File: config.mk
export PLATFORM = sky130hd
export DESIGN_NAME = positional_array_engine
export DESIGN_NICKNAME = d
export VERILOG_FILES = /design/src/hw/rtl/pae_pkg.sv /design/src/hw/rtl/pae_ram.sv /design/src/hw/rtl/positional_array_engine.sv
export VERILOG_INCLUDE_DIRS = /design/src /design/src/hw/rtl
export SDC_FILE = /design/constraint.sdc
export NUM_CORES = 2
export LEC_CHECK = 0
export ABC_AREA = 1
export CAP_MARGIN = 0
export CELL_PAD_IN_SITES_DETAIL_PLACEMENT = 2
export CELL_PAD_IN_SITES_GLOBAL_PLACEMENT = 2
export CORE_MARGIN = 1.5
export CORE_UTILIZATION = 35
export DETAILED_ROUTE_END_ITERATION = 6
export DONT_BUFFER_PORTS = 1
export GPL_TIMING_DRIVEN = 0
export PLACE_DENSITY_LB_ADDON = 0.1
export SLEW_MARGIN = 20
export SYNTH_ARGS = -nofsm -noshare
export SYNTH_HDL_FRONTEND = slang
export SYNTH_SLANG_ARGS = --single-unit
File: constraint.sdc
create_clock -name clk -period 5 [get_ports clk]
set_clock_uncertainty 0.1 [all_clocks]
set_input_delay 0.25 -clock clk [delete_from_list [all_inputs] [get_ports clk]]
set_output_delay 0.25 -clock clk [all_outputs]
set_load 0.005 [all_outputs]
File: src/hw/rtl/assert_macros.svh
// Assertion helpers shared by the RTL; each expects clk and rst_n in scope.
`ifndef ASSERT_MACROS_SVH
`define ASSERT_MACROS_SVH

// Invariant checked at every rising clock edge outside reset.
`define PAE_ASSERT_HOLD(lbl, expr, msg) \
  lbl: assert property (@(posedge clk) disable iff (!rst_n) (expr)) else $error(msg);

// Same-cycle implication.
`define PAE_ASSERT_IMP(lbl, ante, cons, msg) \
  lbl: assert property (@(posedge clk) disable iff (!rst_n) (ante) |-> (cons)) else $error(msg);

// Next-cycle implication.
`define PAE_ASSERT_NEXT(lbl, ante, cons, msg) \
  lbl: assert property (@(posedge clk) disable iff (!rst_n) (ante) |=> (cons)) else $error(msg);

`endif

File: src/hw/rtl/pae_pkg.sv
`default_nettype none
package pae_pkg;

  localparam int unsigned DEF_CAPACITY = 32;

  localparam int unsigned OPCODE_W = 3;
  localparam int unsigned POS_W    = 6;
  localparam int unsigned VAL_W    = 32;
  localparam int unsigned STATUS_W = 2;
  localparam int unsigned COUNT_W  = 6;

  // position, operand_value -> 38 bits, padded to 40
  localparam int unsigned IN_TDATA_W  = 40;
  // read_value, found, status, entry_count -> 41 bits, padded to 48
  localparam int unsigned OUT_TDATA_W = 48;

  localparam logic [OPCODE_W-1:0] OP_INSERT  = 3'd0;
  localparam logic [OPCODE_W-1:0] OP_DELETE  = 3'd1;
  localparam logic [OPCODE_W-1:0] OP_LSEARCH = 3'd2;
  localparam logic [OPCODE_W-1:0] OP_BSEARCH = 3'd3;
  localparam logic [OPCODE_W-1:0] OP_GET     = 3'd4;
  localparam logic [OPCODE_W-1:0] OP_SET     = 3'd5;
  localparam logic [OPCODE_W-1:0] OP_MAX     = 3'd6;

  localparam logic [STATUS_W-1:0] ST_OK    = 2'd0;
  localparam logic [STATUS_W-1:0] ST_FULL  = 2'd1;
  localparam logic [STATUS_W-1:0] ST_RANGE = 2'd2;
  localparam logic [STATUS_W-1:0] ST_EMPTY = 2'd3;

  typedef logic [VAL_W-1:0] word_t;

endpackage
`default_nettype wire

File: src/hw/rtl/pae_ram.sv
`default_nettype none
module pae_ram #(
  parameter int unsigned WIDTH = 32,
  parameter int unsigned DEPTH = 32
) (
  input  wire logic                     clk,
  input  wire logic                     we,
  input  wire logic [$clog2(DEPTH)-1:0] waddr,
  input  wire logic [WIDTH-1:0]         wdata,
  input  wire logic [$clog2(DEPTH)-1:0] raddr,
  output logic      [WIDTH-1:0]         rdata
);

  logic [WIDTH-1:0] mem [DEPTH];

  always_ff @(posedge clk) begin
    if (we) begin
      mem[waddr] <= wdata;
    end
    rdata <= mem[raddr];
  end

endmodule
`default_nettype wire

File: src/hw/rtl/positional_array_engine.sv
// Channel | Dir | Bits                                         | Handshake
// in_     | in  | tuser: opcode; tdata: position, operand_value | in_tvalid/in_tready
// out_    | out | tdata: read_value, found, status, entry_count | out_tvalid/out_tready
//
// One command at a time through a store with one write port and a registered read port;
// insert and delete shift the entries from the position onward one at a time, linear
// search and find-max read every entry, get reads one word and set writes one; sort then
// search runs an insertion sort, then a binary search that halves the range at each step.
// Synchronous active-low reset empties the array; stored words need no clearing.
// Input is taken only when idle; a finished result waits in the output register.
`default_nettype none
`include "assert_macros.svh"
module positional_array_engine #(
  parameter int unsigned CAPACITY = pae_pkg::DEF_CAPACITY
) (
  input  wire logic                            clk,
  input  wire logic                            rst_n,
  input  wire logic                            in_tvalid,
  output logic                                 in_tready,
  // [5:0] position, [37:6] operand_value, [39:38] zero
  input  wire logic [pae_pkg::IN_TDATA_W-1:0]  in_tdata,
  // [2:0] opcode
  input  wire logic [pae_pkg::OPCODE_W-1:0]    in_tuser,
  output logic                                 out_tvalid,
  input  wire logic                            out_tready,
  // [31:0] read_value, [32] found, [34:33] status, [40:35] entry_count, [47:41] zero
  output logic      [pae_pkg::OUT_TDATA_W-1:0] out_tdata
);
  import pae_pkg::*;

  localparam int unsigned AW = $clog2(CAPACITY);
  localparam int unsigned LW = $clog2(CAPACITY + 1);
  localparam int unsigned CW = (LW > POS_W) ? LW : POS_W;
  localparam logic [LW-1:0] CAP_L = LW'(CAPACITY);

  localparam logic [3:0] S_IDLE   = 4'd0;
  localparam logic [3:0] S_DISP   = 4'd1;
  localparam logic [3:0] S_INS_RD = 4'd2;
  localparam logic [3:0] S_INS_WR = 4'd3;
  localparam logic [3:0] S_DEL_RD = 4'd4;
  localparam logic [3:0] S_DEL_WR = 4'd5;
  localparam logic [3:0] S_SC_RD  = 4'd6;
  localparam logic [3:0] S_SC_EX  = 4'd7;
  localparam logic [3:0] S_GET_EX = 4'd8;
  localparam logic [3:0] S_SO_LD  = 4'd9;
  localparam logic [3:0] S_SO_V   = 4'd10;
  localparam logic [3:0] S_SO_RD  = 4'd11;
  localparam logic [3:0] S_SO_CMP = 4'd12;
  localparam logic [3:0] S_BS_RD  = 4'd13;
  localparam logic [3:0] S_BS_CMP = 4'd14;
  localparam logic [3:0] S_DONE   = 4'd15;

  logic [3:0]             state_r, state_nxt;
  logic [LW-1:0]          len_r, len_nxt;
  logic                   out_valid_r, out_valid_nxt;
  logic [OUT_TDATA_W-1:0] out_data_r, out_data_nxt;

  logic [OPCODE_W-1:0]    op_r, op_nxt;
  logic [POS_W-1:0]       pos_r, pos_nxt;
  word_t                  val_r, val_nxt;
  word_t                  v_r, v_nxt;
  logic [LW-1:0]          idx_r, idx_nxt;
  logic [LW-1:0]          at_r, at_nxt;
  logic [LW-1:0]          outer_r, outer_nxt;
  logic [LW-1:0]          lo_r, lo_nxt;
  logic [LW-1:0]          hi_r, hi_nxt;
  logic [LW-1:0]          mid_r, mid_nxt;
  word_t                  rd_r, rd_nxt;
  logic                   fnd_r, fnd_nxt;
  logic [STATUS_W-1:0]    st_r, st_nxt;

  logic                   ram_we;
  logic [AW-1:0]          ram_waddr;
  word_t                  ram_wdata;
  logic [AW-1:0]          ram_raddr;
  word_t                  ram_rdata;

  logic [CW-1:0]          pos_c;
  logic [CW-1:0]          len_c;
  logic                   pos_ok;
  logic [LW-1:0]          idx_m1;
  logic [LW-1:0]          idx_p1;
  logic [LW-1:0]          mid_c;
  logic                   rd_gt_v;
  logic                   ins_end;
  logic                   done_load;

  pae_ram #(
    .WIDTH (VAL_W),
    .DEPTH (CAPACITY)
  ) u_store (
    .clk   (clk),
    .we    (ram_we),
    .waddr (ram_waddr),
    .wdata (ram_wdata),
    .raddr (ram_raddr),
    .rdata (ram_rdata)
  );

  assign in_tready  = (state_r == S_IDLE);
  assign out_tvalid = out_valid_r;
  assign out_tdata  = out_data_r;

  assign pos_c   = CW'(pos_r);
  assign len_c   = CW'(len_r);
  assign pos_ok  = (pos_c < len_c);
  assign idx_m1  = idx_r - 1'b1;
  assign idx_p1  = idx_r + 1'b1;
  assign mid_c   = lo_r + ((hi_r - lo_r) >> 1);
  assign rd_gt_v = ($signed(ram_rdata) > $signed(v_r));

  assign ins_end   = (state_r == S_INS_RD) && (idx_r == at_r);
  assign done_load = (state_r == S_DONE) && (!out_valid_r || out_tready);

  always_comb begin
    state_nxt     = state_r;
    len_nxt       = len_r;
    out_valid_nxt = out_valid_r;
    out_data_nxt  = out_data_r;
    op_nxt        = op_r;
    pos_nxt       = pos_r;
    val_nxt       = val_r;
    v_nxt         = v_r;
    idx_nxt       = idx_r;
    at_nxt        = at_r;
    outer_nxt     = outer_r;
    lo_nxt        = lo_r;
    hi_nxt        = hi_r;
    mid_nxt       = mid_r;
    rd_nxt        = rd_r;
    fnd_nxt       = fnd_r;
    st_nxt        = st_r;
    ram_we        = 1'b0;
    ram_waddr     = '0;
    ram_wdata     = '0;
    ram_raddr     = '0;

    if (out_valid_r && out_tready) begin
      out_valid_nxt = 1'b0;
    end

    case (state_r)
      S_IDLE: begin
        if (in_tvalid) begin
          op_nxt    = in_tuser;
          pos_nxt   = in_tdata[POS_W-1:0];
          val_nxt   = in_tdata[POS_W +: VAL_W];
          rd_nxt    = '0;
          fnd_nxt   = 1'b0;
          st_nxt    = ST_OK;
          state_nxt = S_DISP;
        end
      end
      S_DISP: begin
        state_nxt = S_DONE;
        case (op_r)
          OP_INSERT: begin
            if (len_r == CAP_L) begin
              st_nxt = ST_FULL;
            end else begin
              // a position at or past the end appends
              at_nxt    = pos_ok ? pos_c[LW-1:0] : len_r;
              idx_nxt   = len_r;
              state_nxt = S_INS_RD;
            end
          end
          OP_DELETE: begin
            if (len_r == '0) begin
              st_nxt = ST_EMPTY;
            end else if (!pos_ok) begin
              st_nxt = ST_RANGE;
            end else begin
              idx_nxt   = pos_c[LW-1:0];
              state_nxt = S_DEL_RD;
            end
          end
          OP_LSEARCH, OP_MAX: begin
            if (len_r == '0) begin
              st_nxt = ST_EMPTY;
            end else begin
              idx_nxt   = '0;
              state_nxt = S_SC_RD;
            end
          end
          OP_BSEARCH: begin
            if (len_r == '0) begin
              st_nxt = ST_EMPTY;
            end else begin
              outer_nxt = LW'(1);
              state_nxt = S_SO_LD;
            end
          end
          OP_GET: begin
            if (!pos_ok) begin
              st_nxt = ST_RANGE;
            end else begin
              ram_raddr = pos_c[AW-1:0];
              state_nxt = S_GET_EX;
            end
          end
          OP_SET: begin
            if (!pos_ok) begin
              st_nxt = ST_RANGE;
            end else begin
              ram_we    = 1'b1;
              ram_waddr = pos_c[AW-1:0];
              ram_wdata = val_r;
            end
          end
          default: begin
            state_nxt = S_DONE;
          end
        endcase
      end
      // shift entries up from the end down to the insert point
      S_INS_RD: begin
        if (idx_r == at_r) begin
          ram_we    = 1'b1;
          ram_waddr = at_r[AW-1:0];
          ram_wdata = val_r;
          len_nxt   = len_r + 1'b1;
          state_nxt = S_DONE;
        end else begin
          ram_raddr = idx_m1[AW-1:0];
          state_nxt = S_INS_WR;
        end
      end
      S_INS_WR: begin
        ram_we    = 1'b1;
        ram_waddr = idx_r[AW-1:0];
        ram_wdata = ram_rdata;
        idx_nxt   = idx_m1;
        state_nxt = S_INS_RD;
      end
      // pull later entries down over the removed one
      S_DEL_RD: begin
        if (idx_p1 < len_r) begin
          ram_raddr = idx_p1[AW-1:0];
          state_nxt = S_DEL_WR;
        end else begin
          len_nxt   = len_r - 1'b1;
          state_nxt = S_DONE;
        end
      end
      S_DEL_WR: begin
        ram_we    = 1'b1;
        ram_waddr = idx_r[AW-1:0];
        ram_wdata = ram_rdata;
        idx_nxt   = idx_p1;
        state_nxt = S_DEL_RD;
      end
      S_SC_RD: begin
        if (idx_r < len_r) begin
          ram_raddr = idx_r[AW-1:0];
          state_nxt = S_SC_EX;
        end else begin
          state_nxt = S_DONE;
        end
      end
      S_SC_EX: begin
        if (op_r == OP_LSEARCH) begin
          if (ram_rdata == val_r) begin
            fnd_nxt = 1'b1;
          end
        end else if ((idx_r == '0) || ($signed(ram_rdata) > $signed(rd_r))) begin
          rd_nxt = ram_rdata;
        end
        idx_nxt   = idx_p1;
        state_nxt = S_SC_RD;
      end
      S_GET_EX: begin
        rd_nxt    = ram_rdata;
        state_nxt = S_DONE;
      end
      // insertion sort: outer_r walks the entries, idx_r is the hole
      S_SO_LD: begin
        if (outer_r < len_r) begin
          ram_raddr = outer_r[AW-1:0];
          state_nxt = S_SO_V;
        end else begin
          lo_nxt    = '0;
          hi_nxt    = len_r;
          state_nxt = S_BS_RD;
        end
      end
      S_SO_V: begin
        v_nxt     = ram_rdata;
        idx_nxt   = outer_r;
        state_nxt = S_SO_RD;
      end
      S_SO_RD: begin
        if (idx_r == '0) begin
          ram_we    = 1'b1;
          ram_waddr = idx_r[AW-1:0];
          ram_wdata = v_r;
          outer_nxt = outer_r + 1'b1;
          state_nxt = S_SO_LD;
        end else begin
          ram_raddr = idx_m1[AW-1:0];
          state_nxt = S_SO_CMP;
        end
      end
      S_SO_CMP: begin
        ram_we    = 1'b1;
        ram_waddr = idx_r[AW-1:0];
        if (rd_gt_v) begin
          ram_wdata = ram_rdata;
          idx_nxt   = idx_m1;
          state_nxt = S_SO_RD;
        end else begin
          ram_wdata = v_r;
          outer_nxt = outer_r + 1'b1;
          state_nxt = S_SO_LD;
        end
      end
      S_BS_RD: begin
        if (lo_r < hi_r) begin
          ram_raddr = mid_c[AW-1:0];
          mid_nxt   = mid_c;
          state_nxt = S_BS_CMP;
        end else begin
          state_nxt = S_DONE;
        end
      end
      S_BS_CMP: begin
        if (ram_rdata == val_r) begin
          fnd_nxt   = 1'b1;
          state_nxt = S_DONE;
        end else begin
          if ($signed(ram_rdata) < $signed(val_r)) begin
            lo_nxt = mid_r + 1'b1;
          end else begin
            hi_nxt = mid_r;
          end
          state_nxt = S_BS_RD;
        end
      end
      S_DONE: begin
        // hold until the output register is free
        if (!out_valid_r || out_tready) begin
          out_data_nxt  = OUT_TDATA_W'({len_c[COUNT_W-1:0], st_r, fnd_r, rd_r});
          out_valid_nxt = 1'b1;
          state_nxt     = S_IDLE;
        end
      end
      default: begin
        state_nxt = S_IDLE;
      end
    endcase
  end

  always_ff @(posedge clk) begin
    if (!rst_n) begin
      state_r     <= S_IDLE;
      len_r       <= '0;
      out_valid_r <= 1'b0;
    end else begin
      state_r     <= state_nxt;
      len_r       <= len_nxt;
      out_valid_r <= out_valid_nxt;
    end
  end

  always_ff @(posedge clk) begin
    out_data_r <= out_data_nxt;
    op_r       <= op_nxt;
    pos_r      <= pos_nxt;
    val_r      <= val_nxt;
    v_r        <= v_nxt;
    idx_r      <= idx_nxt;
    at_r       <= at_nxt;
    outer_r    <= outer_nxt;
    lo_r       <= lo_nxt;
    hi_r       <= hi_nxt;
    mid_r      <= mid_nxt;
    rd_r       <= rd_nxt;
    fnd_r      <= fnd_nxt;
    st_r       <= st_nxt;
  end

  `PAE_ASSERT_HOLD(a_len_cap, len_r <= CAP_L, "length beyond capacity")
  `PAE_ASSERT_IMP(a_wr_range, ram_we, ram_waddr < CAPACITY, "store write out of range")
  `PAE_ASSERT_NEXT(a_accept_busy, in_tvalid && in_tready, !in_tready, "accepted while busy")
  `PAE_ASSERT_NEXT(a_ins_len, ins_end, len_r == $past(len_r) + 1'b1, "insert length")
  `PAE_ASSERT_NEXT(a_out_load, done_load, out_tvalid && in_tready, "result not loaded")

endmodule
`default_nettype wire

==> PnR_summary.wiki <==
{| class="wikitable"
! Metric !! Value
|-
| Pre-Repair DR Iteration Count || 5
|-
| Antenna-violating nets left || 0
|-
| Vias post-DR || 44630
|-
| CTS H-tree lvls || 4
|-
| Class of the most critical hold timing path || in -> reg
|-
| Setup tns final || 0 ps
|-
| Cell depth of the worst flop-to-flop path || 16
|-
| Overall die width || 409.9 µm
|-
| Final design area excluding fillers || 69720 µm²
|-
| Post-Place Cell Area || 63230 µm²
|-
| Buffers on Ports || 0
|-
| Reg2reg start || lo_r[0]
|-
| CP Data Arrival Time || 5480 ps
|-
| List of cells traversed by the critical path || ha_1 > fa_1 > inv_1 > ha_1 > nand4_1 > nand2_1 > nor2_4 > buf_2 > buf_2 > nand3_1 > nand3_1 > nand3_1 > nand3_2 > nand2_2 > nand2_1 > nand2_1
|-
| Status || complete, no violations
|-
| Top library cells by usage in the layout, fill and taps aside || edfxtp_1, nand2_1, nand3_1, inv_1, nand3b_1
|-
| #FFs+latches synth || 1252
|-
| Global router's overall resource usage || 0.2833
|-
| Instance count of the mapped netlist || 5521
|-
| Number of hold-slack violations in the final timing report || 0
|-
| Type of the setup path with the least slack || reg -> reg
|-
| Clk buf depth || 3
|-
| WL per Instance || 28.80 µm
|-
| Worst Max-Slew Pin Slew || 1087 ps
|-
| Number of cell rows || 149
|-
| CP max stage delay || 600 ps
|-
| Antenna violations before repair || 21
|-
| Total CTS buffers || 150
|-
| Maximum fanout along the worst path || 10
|-
| Kind of start point of the critical path || flop
|-
| Post-detail-place hpwl || 174700 µm
|-
| Total overflow reported by the global router || 0
|-
| Fraction of final layout cells sized beyond drive strength 1 || 0.1321
|-
| Clock Pin Slew Worst Setup and Hold Paths || 60 ps
|-
| Static Leak || 0.02867 µW
|-
| Pwr Density || 611.5 nW/µm²
|-
| Detailed-route DRC error count || 0
|-
| Clock Latency Late Sink || 810 ps
|-
| Max-cap check violation count || 0
|-
| Pins over their slew limit || 0
|-
| Pin count of the biggest net entering global routing || 26
|-
| Die Span Y || 409.9 µm
|-
| Area taken by flip-flops and latches || 37170 µm²
|-
| Worst hold slack || 166.0 ps
|-
| Kind of end point of the critical path || flop
|-
| Routability-driven placement congestion ratio || 0.8839
|-
| Data required time of the critical path || 5490 ps
|-
| Minimum clock period after layout || 4998 ps
|-
| Routed wire length || 240300 µm
|-
| Worst slew margin relative to its limit || 0.2730
|-
| Wire length of the first global-routing pass || 341500 µm
|-
| Area of combinational cells with multiple inputs || 16300 µm²
|-
| Initial Utilization || 0.3520
|-
| Cell type of the slowest stage on the worst timing path || buf_2
|-
| Setup WS pre-CTS || -675.4 ps
|-
| Detailed Route Iter0 Violations || 3794
|-
| Clock Sink Count || 1252
|-
| Start point of the worst hold path || out_tready
|-
| Layout-stage area growth over the synthesis result || 20.31%
|-
| TritonCTS clock tree || done
|-
| Average vias per placed instance || 5.349
|-
| Worst hold stages || 4
|-
| Sequential fraction of the synthesis area || 0.6413
|-
| Crit path setup slack, layout || 2.186 ps
|-
| Distinct cell type count after synthesis || 53
|-
| Die outline area || 168000 µm²
|-
| Syn Std Cell Area || 57950 µm²
|-
| Flop-to-flop setup slack || 2 ps
|-
| Destination of the worst register-to-register timing path || u_store.rdata[13]
|-
| Top-Level Pins || 97
|-
| Endpoints failing setup || 0
|-
| Filler Cell Count || 17150
|-
| Min-Delay Endpoint || out_tvalid
|-
| Timing-limited maximum frequency || 200.1 MHz
|-
| Highest ir drop seen on vdd || 0.4353 mV
|-
| Final clock period utilization by the worst path || 0.9996
|-
| Vias in the first global route || 47470
|-
| Core Area || 164600 µm²
|-
| Clock Root Buffer || clkbuf_16
|-
| Number of nets in the final layout || 6217
|-
| Synth warn || 0
|-
| Leading cell type in the layout, fill and taps excluded || edfxtp_1
|-
| Synthesized area divided by synthesized cell count || 10.50 µm²
|}
==> routing by layer <==
metal	GRT usage	wire, µm	up-vias
met5	0	13	-
met2	0.4740	114800	1259
met1	0.3792	104800	23270
met4	0.1009	9319	2
li1	-	-	19770
met3	0.03253	11340	332
==> state kept, by name (all words and copies together), names as in the netlist <==
name	cells
at_r	6
fnd_r	1
hi_r	6
idx_r	6
len_c	6
lo_r	6
mid_r	6
op_r	3
out_tdata	41
out_tvalid	1
outer_r	6
pos_c	6
rd_r	32
st_r	2
state_r	4
u_store.mem	1024
u_store.rdata	32
v_r	32
val_r	32
==> worst max path at each step <==
stage / start / endpoint
global placement: len_c[5] / u_store.mem[6][14]
floorplan: len_c[5] / u_store.mem[0][0]
CTS: idx_r[1] / u_store.rdata[13]
detailed placement: lo_r[0] / u_store.rdata[13]
finish: lo_r[0] / u_store.rdata[13]
global route: idx_r[0] / u_store.rdata[15]
==> logic make-up after synthesis <==
group / count (synthesis) / share of synthesized area
and+or+nand+nor: 2710 / 0.2176
DFF: 1252 / 0.6413
buffers and inverters: 1168 / 0.08336
AOI/OAI and AO/OA: 231 / 0.02423
adders and majority gates: 138 / 0.03018
xor gates and xnor gates: 21 / 0.003174
other: 1 / 0.00006471
==> final cells by class <==
cell class | instances | area share
clock inverters | 75 | 0.008794
diodes | 6 | 0.0002154
multi-input cells | 3107 | 0.2338
inverters | 876 | 0.04720
well taps | 2189 | 0.03928
plain buffers | 290 | 0.02270
repair buffers | 355 | 0.05723
flip-flops and latches | 1252 | 0.5331
clock buffers | 194 | 0.05770
==> Yosys cell counts (all sizes together) <==
cell type	count	area [µm²]
nor3b	2	15.01
a221oi	1	8.760
nor2	172	689.4
dfxtp	43	860.8
or2	2	12.52
a31oi	3	18.77
edfxtp	1209	36300
o211ai	37	277.8
nand2	1137	4280
clkbuf	27	101.4
conb	1	3.750
o21bai	5	37.54
nand3	1124	5625
xor2	12	105.1
o32ai	1	8.760
xnor2	9	78.83
fa	3	60.06
a21boi	1	7.510
o21a	5	37.54
ha	135	1689
a211oi	3	22.52
nor3	17	101.4
nand4	24	150.1
o221ai	5	50.04
a21o	5	37.54
o22a	1	8.760
nand3b	227	1704
a21oi	87	439.2
o22ai	9	56.30
o41ai	2	17.52
nor4	4	25.02
a22oi	9	67.56
o2111ai	6	52.55
inv	876	3291
o21ai	51	255.3
buf	265	1439
nor4b	1	8.760
==> what timing repair did <==
item,in CTS,in global routing
endpoints found under the hold margin,112,0
setup buffers,48,21
pin swaps,19,10
hold buffers,86,0
setup endpoints to repair,851,776
gates resized for setup,17,21
==> per-stage QoR <==
step / cells / total power, µW / utilization
2_1_floorplan: 5527 / 22490 / -
5_1_grt: 8338 / 44400 / 0.4234
3_3_place_gp: 7716 / 30490 / 0.3688
6_report: 8344 / 42630 / 0.4235
3_5_place_dp: 7916 / 31620 / 0.3841
4_1_cts: 8319 / 42550 / 0.4214
==> report_power, final <==
part / total, µW / switching (µW) / leakage [µW] / internal, µW
Sequential: 13900 / 688 / 0.0116 / 13200
Combinational: 18200 / 13500 / 0.0148 / 4720
Clock: 10600 / 4650 / 0.00226 / 5960
Total: 42600 / 18800 / 0.0287 / 23800
==> critical path: cells and delay by family, from the launching register on <==
family | cells | cell delay, ps
and+or+nand+nor | 10 | 2100
buffers and inverters | 3 | 1050
adders and majority gates | 3 | 1030
DFF | 1 | 400
Power figures use the tool's default switching activity.
